`src/bsa_pkg.sv`:
```
package bsa_pkg;

  // Fixed geometry of the used map
  localparam int WORD_BITS     = 8;
  localparam int MAX_SLOTS_DEF = 256;

  // Register indexes on the configuration port
  localparam logic [7:0] REG_SLOT_COUNT = 8'd0;
  localparam logic [7:0] REG_ELEM_BYTES = 8'd1;

  // Register reset values
  localparam logic [8:0]  SLOT_COUNT_RST = 9'd256;
  localparam logic [15:0] ELEM_BYTES_RST = 16'd1;

  // Map word with every slot taken
  localparam logic [WORD_BITS-1:0] FULL_WORD = 8'hff;

  typedef enum logic {
    ACT_ALLOC = 1'b0,
    ACT_FREE  = 1'b1
  } action_t;

  typedef enum logic [1:0] {
    ST_OK    = 2'd0,
    ST_FULL  = 2'd1,
    ST_RANGE = 2'd2
  } status_t;

  typedef enum logic [2:0] {
    S_IDLE,
    S_SCAN,
    S_FREE,
    S_MUL,
    S_DONE
  } state_t;

  typedef struct packed {
    action_t    action;
    logic [7:0] slot;
  } in_item_t;

  typedef struct packed {
    status_t     status;
    logic [7:0]  granted_slot;
    logic [23:0] byte_offset;
  } out_item_t;

  // Map word as rebuilt for a given slot count: slots at or past the count are used
  function automatic logic [WORD_BITS-1:0] init_word(input logic [31:0] base,
                                                     input logic [31:0] live);
    logic [WORD_BITS-1:0] w;
    w = '0;
    for (int b = 0; b < WORD_BITS; b++) begin
      w[b] = ((base + 32'(b)) >= live);
    end
    return w;
  endfunction

  // Position of the lowest clear bit of a map word
  function automatic logic [2:0] first_clear(input logic [WORD_BITS-1:0] w);
    logic [2:0] pos;
    pos = '0;
    for (int b = WORD_BITS - 1; b >= 0; b--) begin
      if (!w[b]) begin
        pos = 3'(b);
      end
    end
    return pos;
  endfunction

endpackage

```
`src/bsa_map_mem.sv`:
```
module bsa_map_mem #(
  parameter int MAX_SLOTS = bsa_pkg::MAX_SLOTS_DEF,
  localparam int MAP_WORDS = MAX_SLOTS / bsa_pkg::WORD_BITS,
  localparam int IDX_W = (MAP_WORDS > 1) ? $clog2(MAP_WORDS) : 1,
  localparam int CNT_W = ($clog2(MAX_SLOTS + 1) > 9) ? $clog2(MAX_SLOTS + 1) : 9
) (
  input  logic                             clk,
  input  logic                             rst,
  input  logic                             clear,
  input  logic [CNT_W-1:0]                 live,
  input  logic                             rd_en,
  input  logic [IDX_W-1:0]                 rd_addr,
  input  logic                             wr_en,
  input  logic [IDX_W-1:0]                 wr_addr,
  input  logic [bsa_pkg::WORD_BITS-1:0]    wr_data,
  output logic [bsa_pkg::WORD_BITS-1:0]    rd_word
);
  import bsa_pkg::*;

  logic [WORD_BITS-1:0] mem [MAP_WORDS];
  logic [MAP_WORDS-1:0] vld;
  logic [WORD_BITS-1:0] rd_q;
  logic                 rd_vld;
  logic [IDX_W-1:0]     rd_idx;

  // Write port and registered read port
  always_ff @(posedge clk) begin
    if (wr_en) begin
      mem[wr_addr] <= wr_data;
    end
    if (rd_en) begin
      rd_q   <= mem[rd_addr];
      rd_idx <= rd_addr;
    end
  end

  // Track which words hold written data since the last rebuild
  always_ff @(posedge clk) begin
    if (rst || clear) begin
      vld <= '0;
    end else if (wr_en) begin
      vld[wr_addr] <= 1'b1;
    end
  end

  always_ff @(posedge clk) begin
    if (rst) begin
      rd_vld <= 1'b0;
    end else if (rd_en) begin
      rd_vld <= vld[rd_addr];
    end
  end

  // Unwritten words read as the rebuilt pattern
  assign rd_word = rd_vld ? rd_q
                          : init_word(32'({rd_idx, 3'b000}), 32'(live));

endmodule

```
`src/bsa_ctrl.sv`:
```
module bsa_ctrl #(
  parameter int MAX_SLOTS = bsa_pkg::MAX_SLOTS_DEF,
  localparam int MAP_WORDS = MAX_SLOTS / bsa_pkg::WORD_BITS,
  localparam int IDX_W = (MAP_WORDS > 1) ? $clog2(MAP_WORDS) : 1,
  localparam int SLOT_W = IDX_W + 3,
  localparam int CNT_W = ($clog2(MAX_SLOTS + 1) > 9) ? $clog2(MAX_SLOTS + 1) : 9
) (
  input  logic                          clk,
  input  logic                          rst,
  input  logic [CNT_W-1:0]              live,
  input  logic [15:0]                   elem_bytes,
  input  logic                          in_valid,
  output logic                          in_stall,
  input  bsa_pkg::in_item_t             in_item,
  output logic                          res_valid,
  input  logic                          res_ready,
  output bsa_pkg::out_item_t            res_item,
  output logic                          rd_en,
  output logic [IDX_W-1:0]              rd_addr,
  output logic                          wr_en,
  output logic [IDX_W-1:0]              wr_addr,
  output logic [bsa_pkg::WORD_BITS-1:0] wr_data,
  input  logic [bsa_pkg::WORD_BITS-1:0] rd_word
);
  import bsa_pkg::*;

  localparam logic [IDX_W-1:0] LAST_WORD = IDX_W'(MAP_WORDS - 1);

  state_t              state, state_next;
  logic [IDX_W-1:0]    chk_idx;
  logic [IDX_W-1:0]    chk_inc;
  logic [2:0]          slot_bit;
  logic [SLOT_W-1:0]   granted;
  status_t             res_status;
  logic [23:0]         res_offset;
  logic                accept;
  logic                out_of_range;
  logic                word_free;
  logic [2:0]          free_pos;
  logic [SLOT_W+15:0]  prod;

  assign accept       = in_valid && !in_stall;
  assign out_of_range = (CNT_W'(in_item.slot) >= live);
  assign word_free    = (rd_word != FULL_WORD);
  assign free_pos     = first_clear(rd_word);
  assign chk_inc      = chk_idx + 1'b1;
  assign prod         = (SLOT_W + 16)'(granted) * (SLOT_W + 16)'(elem_bytes);

  // State register
  always_ff @(posedge clk) begin
    if (rst) begin
      state <= S_IDLE;
    end else begin
      state <= state_next;
    end
  end

  // Next state, memory access and handshake
  always_comb begin
    state_next = state;
    in_stall   = (state != S_IDLE);
    res_valid  = 1'b0;
    rd_en      = 1'b0;
    rd_addr    = chk_inc;
    wr_en      = 1'b0;
    wr_addr    = chk_idx;
    wr_data    = rd_word | (WORD_BITS'(1) << free_pos);
    unique case (state)
      S_IDLE: begin
        if (in_valid) begin
          if (in_item.action == ACT_ALLOC) begin
            rd_en      = 1'b1;
            rd_addr    = '0;
            state_next = S_SCAN;
          end else if (out_of_range) begin
            state_next = S_DONE;
          end else begin
            rd_en      = 1'b1;
            rd_addr    = IDX_W'(in_item.slot >> 3);
            state_next = S_FREE;
          end
        end
      end
      S_SCAN: begin
        if (word_free) begin
          wr_en      = 1'b1;
          state_next = S_MUL;
        end else if (chk_idx == LAST_WORD) begin
          state_next = S_DONE;
        end else begin
          rd_en = 1'b1;
        end
      end
      S_FREE: begin
        wr_en      = 1'b1;
        wr_data    = rd_word & ~(WORD_BITS'(1) << slot_bit);
        state_next = S_DONE;
      end
      S_MUL: begin
        state_next = S_DONE;
      end
      S_DONE: begin
        res_valid = 1'b1;
        if (res_ready) begin
          state_next = S_IDLE;
        end
      end
      default: begin
        state_next = S_IDLE;
      end
    endcase
  end

  // Working registers of the item in flight
  always_ff @(posedge clk) begin
    if (accept) begin
      chk_idx    <= (in_item.action == ACT_ALLOC) ? '0 : IDX_W'(in_item.slot >> 3);
      slot_bit   <= in_item.slot[2:0];
      granted    <= '0;
      res_offset <= '0;
      res_status <= (in_item.action == ACT_FREE && out_of_range) ? ST_RANGE : ST_OK;
    end else begin
      case (state)
        S_SCAN: begin
          if (word_free) begin
            granted <= {chk_idx, free_pos};
          end else if (chk_idx == LAST_WORD) begin
            res_status <= ST_FULL;
          end else begin
            chk_idx <= chk_inc;
          end
        end
        S_MUL: begin
          res_offset <= 24'(prod);
        end
        default: begin
        end
      endcase
    end
  end

  assign res_item.status       = res_status;
  assign res_item.granted_slot = 8'(granted);
  assign res_item.byte_offset  = res_offset;

endmodule

```
`src/bsa_out.sv`:
```
module bsa_out (
  input  logic               clk,
  input  logic               rst,
  input  logic               res_valid,
  output logic               res_ready,
  input  bsa_pkg::out_item_t res_item,
  output logic               out_valid,
  input  logic               out_stall,
  output bsa_pkg::out_item_t out_item
);
  import bsa_pkg::*;

  // Take a new result whenever the register is empty or draining
  assign res_ready = !out_valid || !out_stall;

  always_ff @(posedge clk) begin
    if (rst) begin
      out_valid <= 1'b0;
    end else if (res_ready) begin
      out_valid <= res_valid;
    end
  end

  // Hold payload while stalled
  always_ff @(posedge clk) begin
    if (res_ready && res_valid) begin
      out_item <= res_item;
    end
  end

endmodule

```
`src/bitmap_slot_allocator.sv`:
```
// Bitmap slot allocator: hands out and takes back slots of a fixed-element pool.
// Input channel (in_valid / in_stall / in_item): one request per item, either
// allocate (lowest free slot) or free (the slot given in the item).
// Output channel (out_valid / out_stall / out_item): exactly one result per
// request with status, granted slot and its byte offset (slot * elem_bytes).
// Configuration channel (cfg_valid / cfg_ready / cfg_index / cfg_data): index 0
// sets slot_count and rebuilds the map, index 1 sets elem_bytes. Always ready.
// Structure: the used map sits in a one-port-read synchronous memory of 8-bit
// words. An allocate reads one word per cycle from word 0 up until a word has
// a clear bit, writes that word back with the bit set and then reckons the
// byte offset; a full pool ends after the last word. A free is a
// read-modify-write, and an out-of-range free goes straight to the result.
// One request is in flight at a time; the next is accepted once the result
// has moved into the output register.
// Reset: slot_count 256, elem_bytes 1, all slots below the count free. The map
// rebuild is instant (per-word written flags), so no clearing pass is needed.
// A stalled result holds in the output register while the next request runs.
module bitmap_slot_allocator #(
  parameter int MAX_SLOTS = bsa_pkg::MAX_SLOTS_DEF,
  localparam int MAP_WORDS = MAX_SLOTS / bsa_pkg::WORD_BITS,
  localparam int IDX_W = (MAP_WORDS > 1) ? $clog2(MAP_WORDS) : 1,
  localparam int CNT_W = ($clog2(MAX_SLOTS + 1) > 9) ? $clog2(MAX_SLOTS + 1) : 9
) (
  input  logic               clk,
  input  logic               rst,
  input  logic               in_valid,
  output logic               in_stall,
  input  bsa_pkg::in_item_t  in_item,
  output logic               out_valid,
  input  logic               out_stall,
  output bsa_pkg::out_item_t out_item,
  input  logic               cfg_valid,
  output logic               cfg_ready,
  input  logic [7:0]         cfg_index,
  input  logic [15:0]        cfg_data
);
  import bsa_pkg::*;

  logic [8:0]           slot_count;
  logic [15:0]          elem_bytes;
  logic [CNT_W-1:0]     live;
  logic                 map_clear;
  logic                 res_valid;
  logic                 res_ready;
  out_item_t            res_item;
  logic                 rd_en;
  logic [IDX_W-1:0]     rd_addr;
  logic                 wr_en;
  logic [IDX_W-1:0]     wr_addr;
  logic [WORD_BITS-1:0] wr_data;
  logic [WORD_BITS-1:0] rd_word;

  assign cfg_ready = 1'b1;
  assign map_clear = cfg_valid && cfg_ready && (cfg_index == REG_SLOT_COUNT);

  // Configuration registers
  always_ff @(posedge clk) begin
    if (rst) begin
      slot_count <= SLOT_COUNT_RST;
      elem_bytes <= ELEM_BYTES_RST;
    end else if (cfg_valid && cfg_ready) begin
      unique case (cfg_index)
        REG_SLOT_COUNT: slot_count <= cfg_data[8:0];
        REG_ELEM_BYTES: elem_bytes <= cfg_data;
        default: begin
        end
      endcase
    end
  end

  // Saturate the count at the pool size
  assign live = (CNT_W'(slot_count) > CNT_W'(MAX_SLOTS)) ? CNT_W'(MAX_SLOTS)
                                                         : CNT_W'(slot_count);

  bsa_map_mem #(
    .MAX_SLOTS(MAX_SLOTS)
  ) u_mem (
    .clk     (clk),
    .rst     (rst),
    .clear   (map_clear),
    .live    (live),
    .rd_en   (rd_en),
    .rd_addr (rd_addr),
    .wr_en   (wr_en),
    .wr_addr (wr_addr),
    .wr_data (wr_data),
    .rd_word (rd_word)
  );

  bsa_ctrl #(
    .MAX_SLOTS(MAX_SLOTS)
  ) u_ctrl (
    .clk        (clk),
    .rst        (rst),
    .live       (live),
    .elem_bytes (elem_bytes),
    .in_valid   (in_valid),
    .in_stall   (in_stall),
    .in_item    (in_item),
    .res_valid  (res_valid),
    .res_ready  (res_ready),
    .res_item   (res_item),
    .rd_en      (rd_en),
    .rd_addr    (rd_addr),
    .wr_en      (wr_en),
    .wr_addr    (wr_addr),
    .wr_data    (wr_data),
    .rd_word    (rd_word)
  );

  bsa_out u_out (
    .clk       (clk),
    .rst       (rst),
    .res_valid (res_valid),
    .res_ready (res_ready),
    .res_item  (res_item),
    .out_valid (out_valid),
    .out_stall (out_stall),
    .out_item  (out_item)
  );

endmodule

```
`config.mk`:
```
export PLATFORM = sky130hd
export DESIGN_NAME = bitmap_slot_allocator
export DESIGN_NICKNAME = d
export VERILOG_FILES = /design/src/bsa_pkg.sv /design/src/bsa_map_mem.sv /design/src/bsa_ctrl.sv /design/src/bsa_out.sv /design/src/bitmap_slot_allocator.sv
export SDC_FILE = /design/constraint.sdc
export NUM_CORES = 1
export LEC_CHECK = 0
export ABC_AREA = 0
export CAP_MARGIN = 10
export CELL_PAD_IN_SITES_DETAIL_PLACEMENT = 1
export CELL_PAD_IN_SITES_GLOBAL_PLACEMENT = 1
export CORE_UTILIZATION = 53
export CTS_BUF_LIST = sky130_fd_sc_hd__clkbuf_16
export DETAILED_ROUTE_END_ITERATION = 10
export DONT_BUFFER_PORTS = 1
export MAX_ROUTING_LAYER = met4
export PLACE_DENSITY_LB_ADDON = 0.1
export SYNTH_ARGS = -nofsm -noshare
export SYNTH_HDL_FRONTEND = slang
export SYNTH_SLANG_ARGS = --single-unit
```
`constraint.sdc`:
```
create_clock -name clk -period 9.95 [get_ports clk]
set_clock_uncertainty 0.2 [all_clocks]
set_input_delay 1.99 -clock clk [delete_from_list [all_inputs] [get_ports clk]]
set_output_delay 1.99 -clock clk [all_outputs]
set_load 0.03 [all_outputs]
```
# Yosys cells after proc, flatten, opt, wreduce, memory -nomap -nowiden
# Memory sizes are Yosys's and may differ from the RTL's. A register that Yosys moved wholly into a read port is not among the register bits.
# Cells that the tools add are included.
# classes
order_cmp	13
reduce_logical	22
addsub	8
n_shift	2
mul	1
eq_ne	12
n_mux	47
bitwise	4
# ops
cell	n
32-bit by 9-bit greater-or-equal comparator with 1-bit output	7
5-bit two-way mux	9
3-bit two-way mux	14
8-bit by 3-bit adder with 9-bit output (second input constant)	4
32-bit OR	1
8-bit by 16-bit multiplier with 24-bit output	1
8-bit by 2-bit adder with 9-bit output (second input constant)	2
8-bit by 9-bit greater-or-equal comparator with 1-bit output	2
8-bit two-way mux	2
1-bit by 3-bit << shifter with 8-bit output (first input constant)	2
5-bit by 6-bit < comparator with 1-bit output (second input constant)	2
3-bit one-hot mux with 4 select lines	1
1-bit two-way mux	11
2-bit two-way mux	5
8-bit by 1-bit adder with 9-bit output (second input constant)	1
9-bit > comparator (second input constant)	1
9-bit two-way mux	1
3-bit AND reduction	3
8-bit bitwise AND	1
8-bit by 1-bit == test with 1-bit output (second input constant)	1
8-bit zero test	1
8-bit inequality test (second input constant)	1
8-bit NOT	1
8-bit OR	1
other kinds (20)	34
# word_totals
regBits	143
ramBits	256
mem_count	1
out_inout_bits	37
in_bits	38
# mem_list
memory	words	word_bits	rd	rd_ports_with_merged_regs	write_ports	line	source
u_mem.mem	32	8	1	1	1	bsa_map_mem.sv:20	logic [WORD_BITS-1:0] mem [MAP_WORDS];

# Depth between registers and ports, before layout
# logic_depth
ltp_word	15
depth_mapped	21
depth_no_buf	20

# Hierarchy
# From an unflattened synthesis, not the netlist that was laid out.
# hier_totals
hier_cells	1499
hier_area_um2	20490.9
# modules_own_cells
mod	seq_area_each_um2	n_inst	cells_per_inst	area_per_inst_um2
bsa_map_mem	8738.4	1	578	11803.8
bsa_ctrl	1001.0	1	766	6439.9
bitmap_slot_allocator	500.5	1	116	1187.4
bsa_out	1041.0	1	39	1059.8

# Least setup slack after synthesis
# Ideal clock, no wire load.
# synth_timing
kind	flip-flop to flip-flop
startpoint	reg u_ctrl.granted[7]
endpoint	reg u_ctrl.res_offset[22]
stages_incl_launch_ff	22
arrival_ns	4.982
path_slack_ns	4.635
path_cell_list	dfxtp_1 > clkbuf_1 > and2_1 > fa_1 > inv_1 > fa_1 > inv_1 > fa_1 > inv_1 > fa_1 > inv_1 > ha_1 > a21o_1 > a21oi_1 > o21ai_0 > or3_1 > a211oi_1 > nor2b_1 > a31o_2 > a31oi_1 > xor2_1 > a21oi_1
# synth_between
elab_chain_len	1
# synth_rtl
item	line	source
start: declaration	bsa_ctrl.sv:33	logic [SLOT_W-1:0] granted;
start signal: assignment	bsa_ctrl.sv:126	granted <= {chk_idx, free_pos};
8-bit by 16-bit multiplier with 24-bit output	bsa_ctrl.sv:47	assign prod = (SLOT_W + 16)'(granted) * (SLOT_W + 16)'(elem_bytes);
end signal: assignment	bsa_ctrl.sv:134	res_offset <= 24'(prod);
end: declaration	bsa_ctrl.sv:35	logic [23:0] res_offset;
# Every way passes these cells.
# A chain may end at the register's enable or synchronous reset.

# Worst setup path in the final report
# Same ends and word-level chain as after synthesis.

==> impl_metrics.env <==
export IMPL_finalWorstSetupSlack_ns=3.74
export IMPL_cts_resized=0
export IMPL_critical_path_startpoint="u_ctrl.granted[7]"
export IMPL_nets=2001
export IMPL_dr_pass1_iters=5
export IMPL_whs_ns=0.199
export IMPL_area_growth_pct=9.33
export IMPL_grt_pass1_vias=14800
export IMPL_antenna_found_initial=0
export IMPL_gr_total_overflow=0
export IMPL_syn_area_um2=20800
export IMPL_final_setup_tns_ns=0
export IMPL_fmax_mhz=161
export IMPL_crit_arrival_ns=6.43
export IMPL_p_per_area_nw_per_um2=235
export IMPL_fin_util_pct=58.7
export IMPL_max_stage_delay_ns=0.58
export IMPL_r2r_start="u_ctrl.granted[7]"
export IMPL_grt_pass1_wl_um=85500
export IMPL_gp_congestion=0.874
export IMPL_drcViolationCount=0
export IMPL_outcome="finished, final reports clean"
export IMPL_cts_buffers=44
export IMPL_critPathMaxFanout=18
export IMPL_cts_tree="done"
export IMPL_clock_sinks=407
export IMPL_die_x_um=200
export IMPL_hold_buffers=0
export IMPL_slowest_stage="dfxtp_1"
export IMPL_worst_slew_pin_slew_ns=1.05
export IMPL_endpoint_kind="flip-flop"
export IMPL_wirelength_um=55500
export IMPL_critPathCapture="u_ctrl.res_offset[22]"
export IMPL_r2r_cells=20
export IMPL_finalSetupViolations=0
export IMPL_cp_start_kind="flip-flop"
export IMPL_p_leak_nw=8.91
export IMPL_r2r_end="u_ctrl.res_offset[22]"
export IMPL_post_cts_setup_buffers=0
export IMPL_ios=75
export IMPL_final_cell_area_um2=22700
export IMPL_clk_pin_slew_ns=0.06
export IMPL_dp_cells=2288
export IMPL_synth_largest_area_cell="edfxtp_1"
export IMPL_cap_violations=0
export IMPL_required_ns=10.17
export IMPL_dieArea_um2=39900
export IMPL_cts_htree_levels=2
export IMPL_drv_slew=0
export IMPL_ant_nets=0
export IMPL_avgViaCountPerCell=5.89
export IMPL_r2r_slack_ns=3.74
export IMPL_drive_above_1_share_pct=7.03
export IMPL_synth_warning_count=0
export IMPL_cts_buffer_depth=3
export IMPL_diodes=0
export IMPL_vias=13900
export IMPL_die_y_um=200
export IMPL_cts_root_buf="clkbuf_16"
export IMPL_finalHoldViolCount=0
export IMPL_fillers=3905
export IMPL_final_cells=2368
export IMPL_ys_flop_type="edfxtp_1"
export IMPL_track_usage_pct=29.7
export IMPL_syn_avg_cell_area_um2=11.3
export IMPL_period_minus_slack_ns=6.21
export IMPL_grt_max_degree=138
export IMPL_start_util_pct=53.7
export IMPL_yosysUniqueCellTypes=71
export IMPL_hold_path_class="reg -> reg"
export IMPL_ys_seq_elements=407
export IMPL_total_power_mw=5.33
export IMPL_synth_edf_count=313
export IMPL_relSlewSlack_pct=29.9
export IMPL_path_class="reg -> reg"
export IMPL_dp_hpwl_um=36700
export IMPL_final_period_utilization_pct=62.4
export IMPL_drt_iter0_drc=833
export IMPL_syn_inst=1833
export IMPL_synthArstFlopShare_pct=0
export IMPL_crit_chain="and2_1 -> fa_1 -> inv_1 -> fa_1 -> inv_1 -> fa_1 -> inv_1 -> fa_1 -> inv_1 -> ha_1 -> a21o_1 -> a21oi_1 -> o21ai_0 -> or3_1 -> a211oi_1 -> nor2b_1 -> a31o_2 -> a31oi_1 -> xor2_1 -> a21oi_1"
export IMPL_pre_cts_ws_ns=3.31
export IMPL_core_area_um2=38600
export IMPL_synthTopCellsByArea="edfxtp_1, dfxtp_1, fa_1"
export IMPL_clkLatencyLatePin_ns=0.59
export IMPL_dpl_cell_area_um2=21200
export IMPL_rsz0062_at_grt="false"
export IMPL_ir_worst_vdd_mv=0.181
export IMPL_synth_top_area_share_pct=45.3
export IMPL_io_buffers=0
export IMPL_syn_num_nets=2018
export IMPL_row_count=72
export IMPL_seq_area_frac_synth_pct=54.4
export IMPL_wire_per_inst_um=23.4
-- cell usage in the layout (no fill, tap or decap), drive strengths merged, types with 5 or more instances in the layout --
master  netlist  layout
dfxtp        94      94
o21a          9       9
nor3         18      18
a211oi        7       7
o311ai        8       8
nand3b        5       5
and2         82      82
a31oi         5       5
nor2        124     124
o31ai        10      10
nand3        36      36
a21boi        6       6
a21oi        75      75
nand2       355     355
nand2b        9       9
inv         134     138
edfxtp      313     313
and3         46      46
or3           8       8
o211ai        6       6
mux4          8       8
bufinv        0       6
clkbuf       48      44
buf          40      25
xnor2        11      11
o21ai        35      35
fa           84      84
mux2i        77      77
a311oi       48      48
xor2          9       9
clkinv        0      23
ha           63      63
a21o         10      10
-- layer usage --
layer	vias up	GRT usage, %	routed length, um
li1	6356	-	-
met1	7182	34.8	22700
met2	285	51.5	28700
met3	122	3.81	2100
met4	0	12.3	1970
met5	-	-	0
-- power breakdown --
part           switching [mW]  internal (mW)  leakage (nW)
Clock                   0.687          0.965         0.726
Combinational            1.03          0.440          4.53
Sequential              0.153           2.06          3.65
-- cells by family (layout without fill, tap and decap cells) --
logic type               after synthesis  after routing  share of synthesized area, %
other                                  1              1                        0.0181
multiplexers                          87             87                          4.69
adder cells (fa/ha/maj)              147            147                          11.9
XOR/XNOR                              20             20                         0.844
buffers and inverters                222            239                          4.64
AND/OR/NAND/NOR                      703            703                          15.2
AO/OA/AOI/OAI                        246            246                          8.31
flip-flops                           407            407                          54.4
-- worst min-delay path by stage --
stage                           from            endpoint  slack [ns]  cells after the start
4_1_cts        u_ctrl.res_offset[11]  u_out.out_item[11]        0.20                      0
5_1_grt        u_ctrl.res_offset[11]  u_out.out_item[11]        0.22                      0
2_1_floorplan   u_ctrl.res_status[0]  u_out.out_item[32]        0.20                      0
6_report       u_ctrl.res_offset[11]  u_out.out_item[11]        0.20                      0
3_3_place_gp    u_ctrl.res_status[0]  u_out.out_item[32]        0.21                      0
3_5_place_dp    u_ctrl.res_status[1]  u_out.out_item[33]        0.21                      0
-- registers in the layout, summed over array words and instances, names as in the netlist, 5 cells and up --
name	flops
elem_bytes	16
slot_count	9
u_ctrl.granted	8
u_ctrl.res_offset	24
u_ctrl.wr_addr	5
u_mem.mem	256
u_mem.rd_idx	5
u_mem.rd_q	8
u_mem.vld	32
u_out.out_item	34
-- final cells by class --
class,count,area [um^2],area share [%]
Tap cell,518,648,2.86
Clock buffer,44,1100,4.85
Inverter,134,505,2.23
Timing Repair Buffer,25,200,0.882
Multi-Input combinational cell,1204,8590,37.9
Clock inverter,36,358,1.58
Sequential cell,407,11300,49.7
-- synthesized netlist by cell type, types with 9 or more instances --
master	n
nand2_1	355
and3_1	46
o31ai_1	10
a311oi_1	48
mux2i_1	77
xnor2_1	11
nor2_1	124
dfxtp_1	94
edfxtp_1	313
nand3_1	36
inv_1	128
buf_4	11
o21ai_0	29
and2_1	82
a21o_1	10
fa_1	84
nor3_1	18
xor2_1	9
ha_1	63
a21oi_1	73
buf_2	17
o21a_1	9
clkbuf_1	48
-- worst max-delay path, delay by kind of cell (launching register included) --
family,cells,cell delay [ns]
buffers and inverters,4,0.22
flip-flops,1,0.58
XOR/XNOR,1,0.40
AND/OR/NAND/NOR,3,0.81
adder cells (fa/ha/maj),5,2.50
AO/OA/AOI/OAI,7,1.34
No activity file was read; power rests on OpenSTA's default activity.
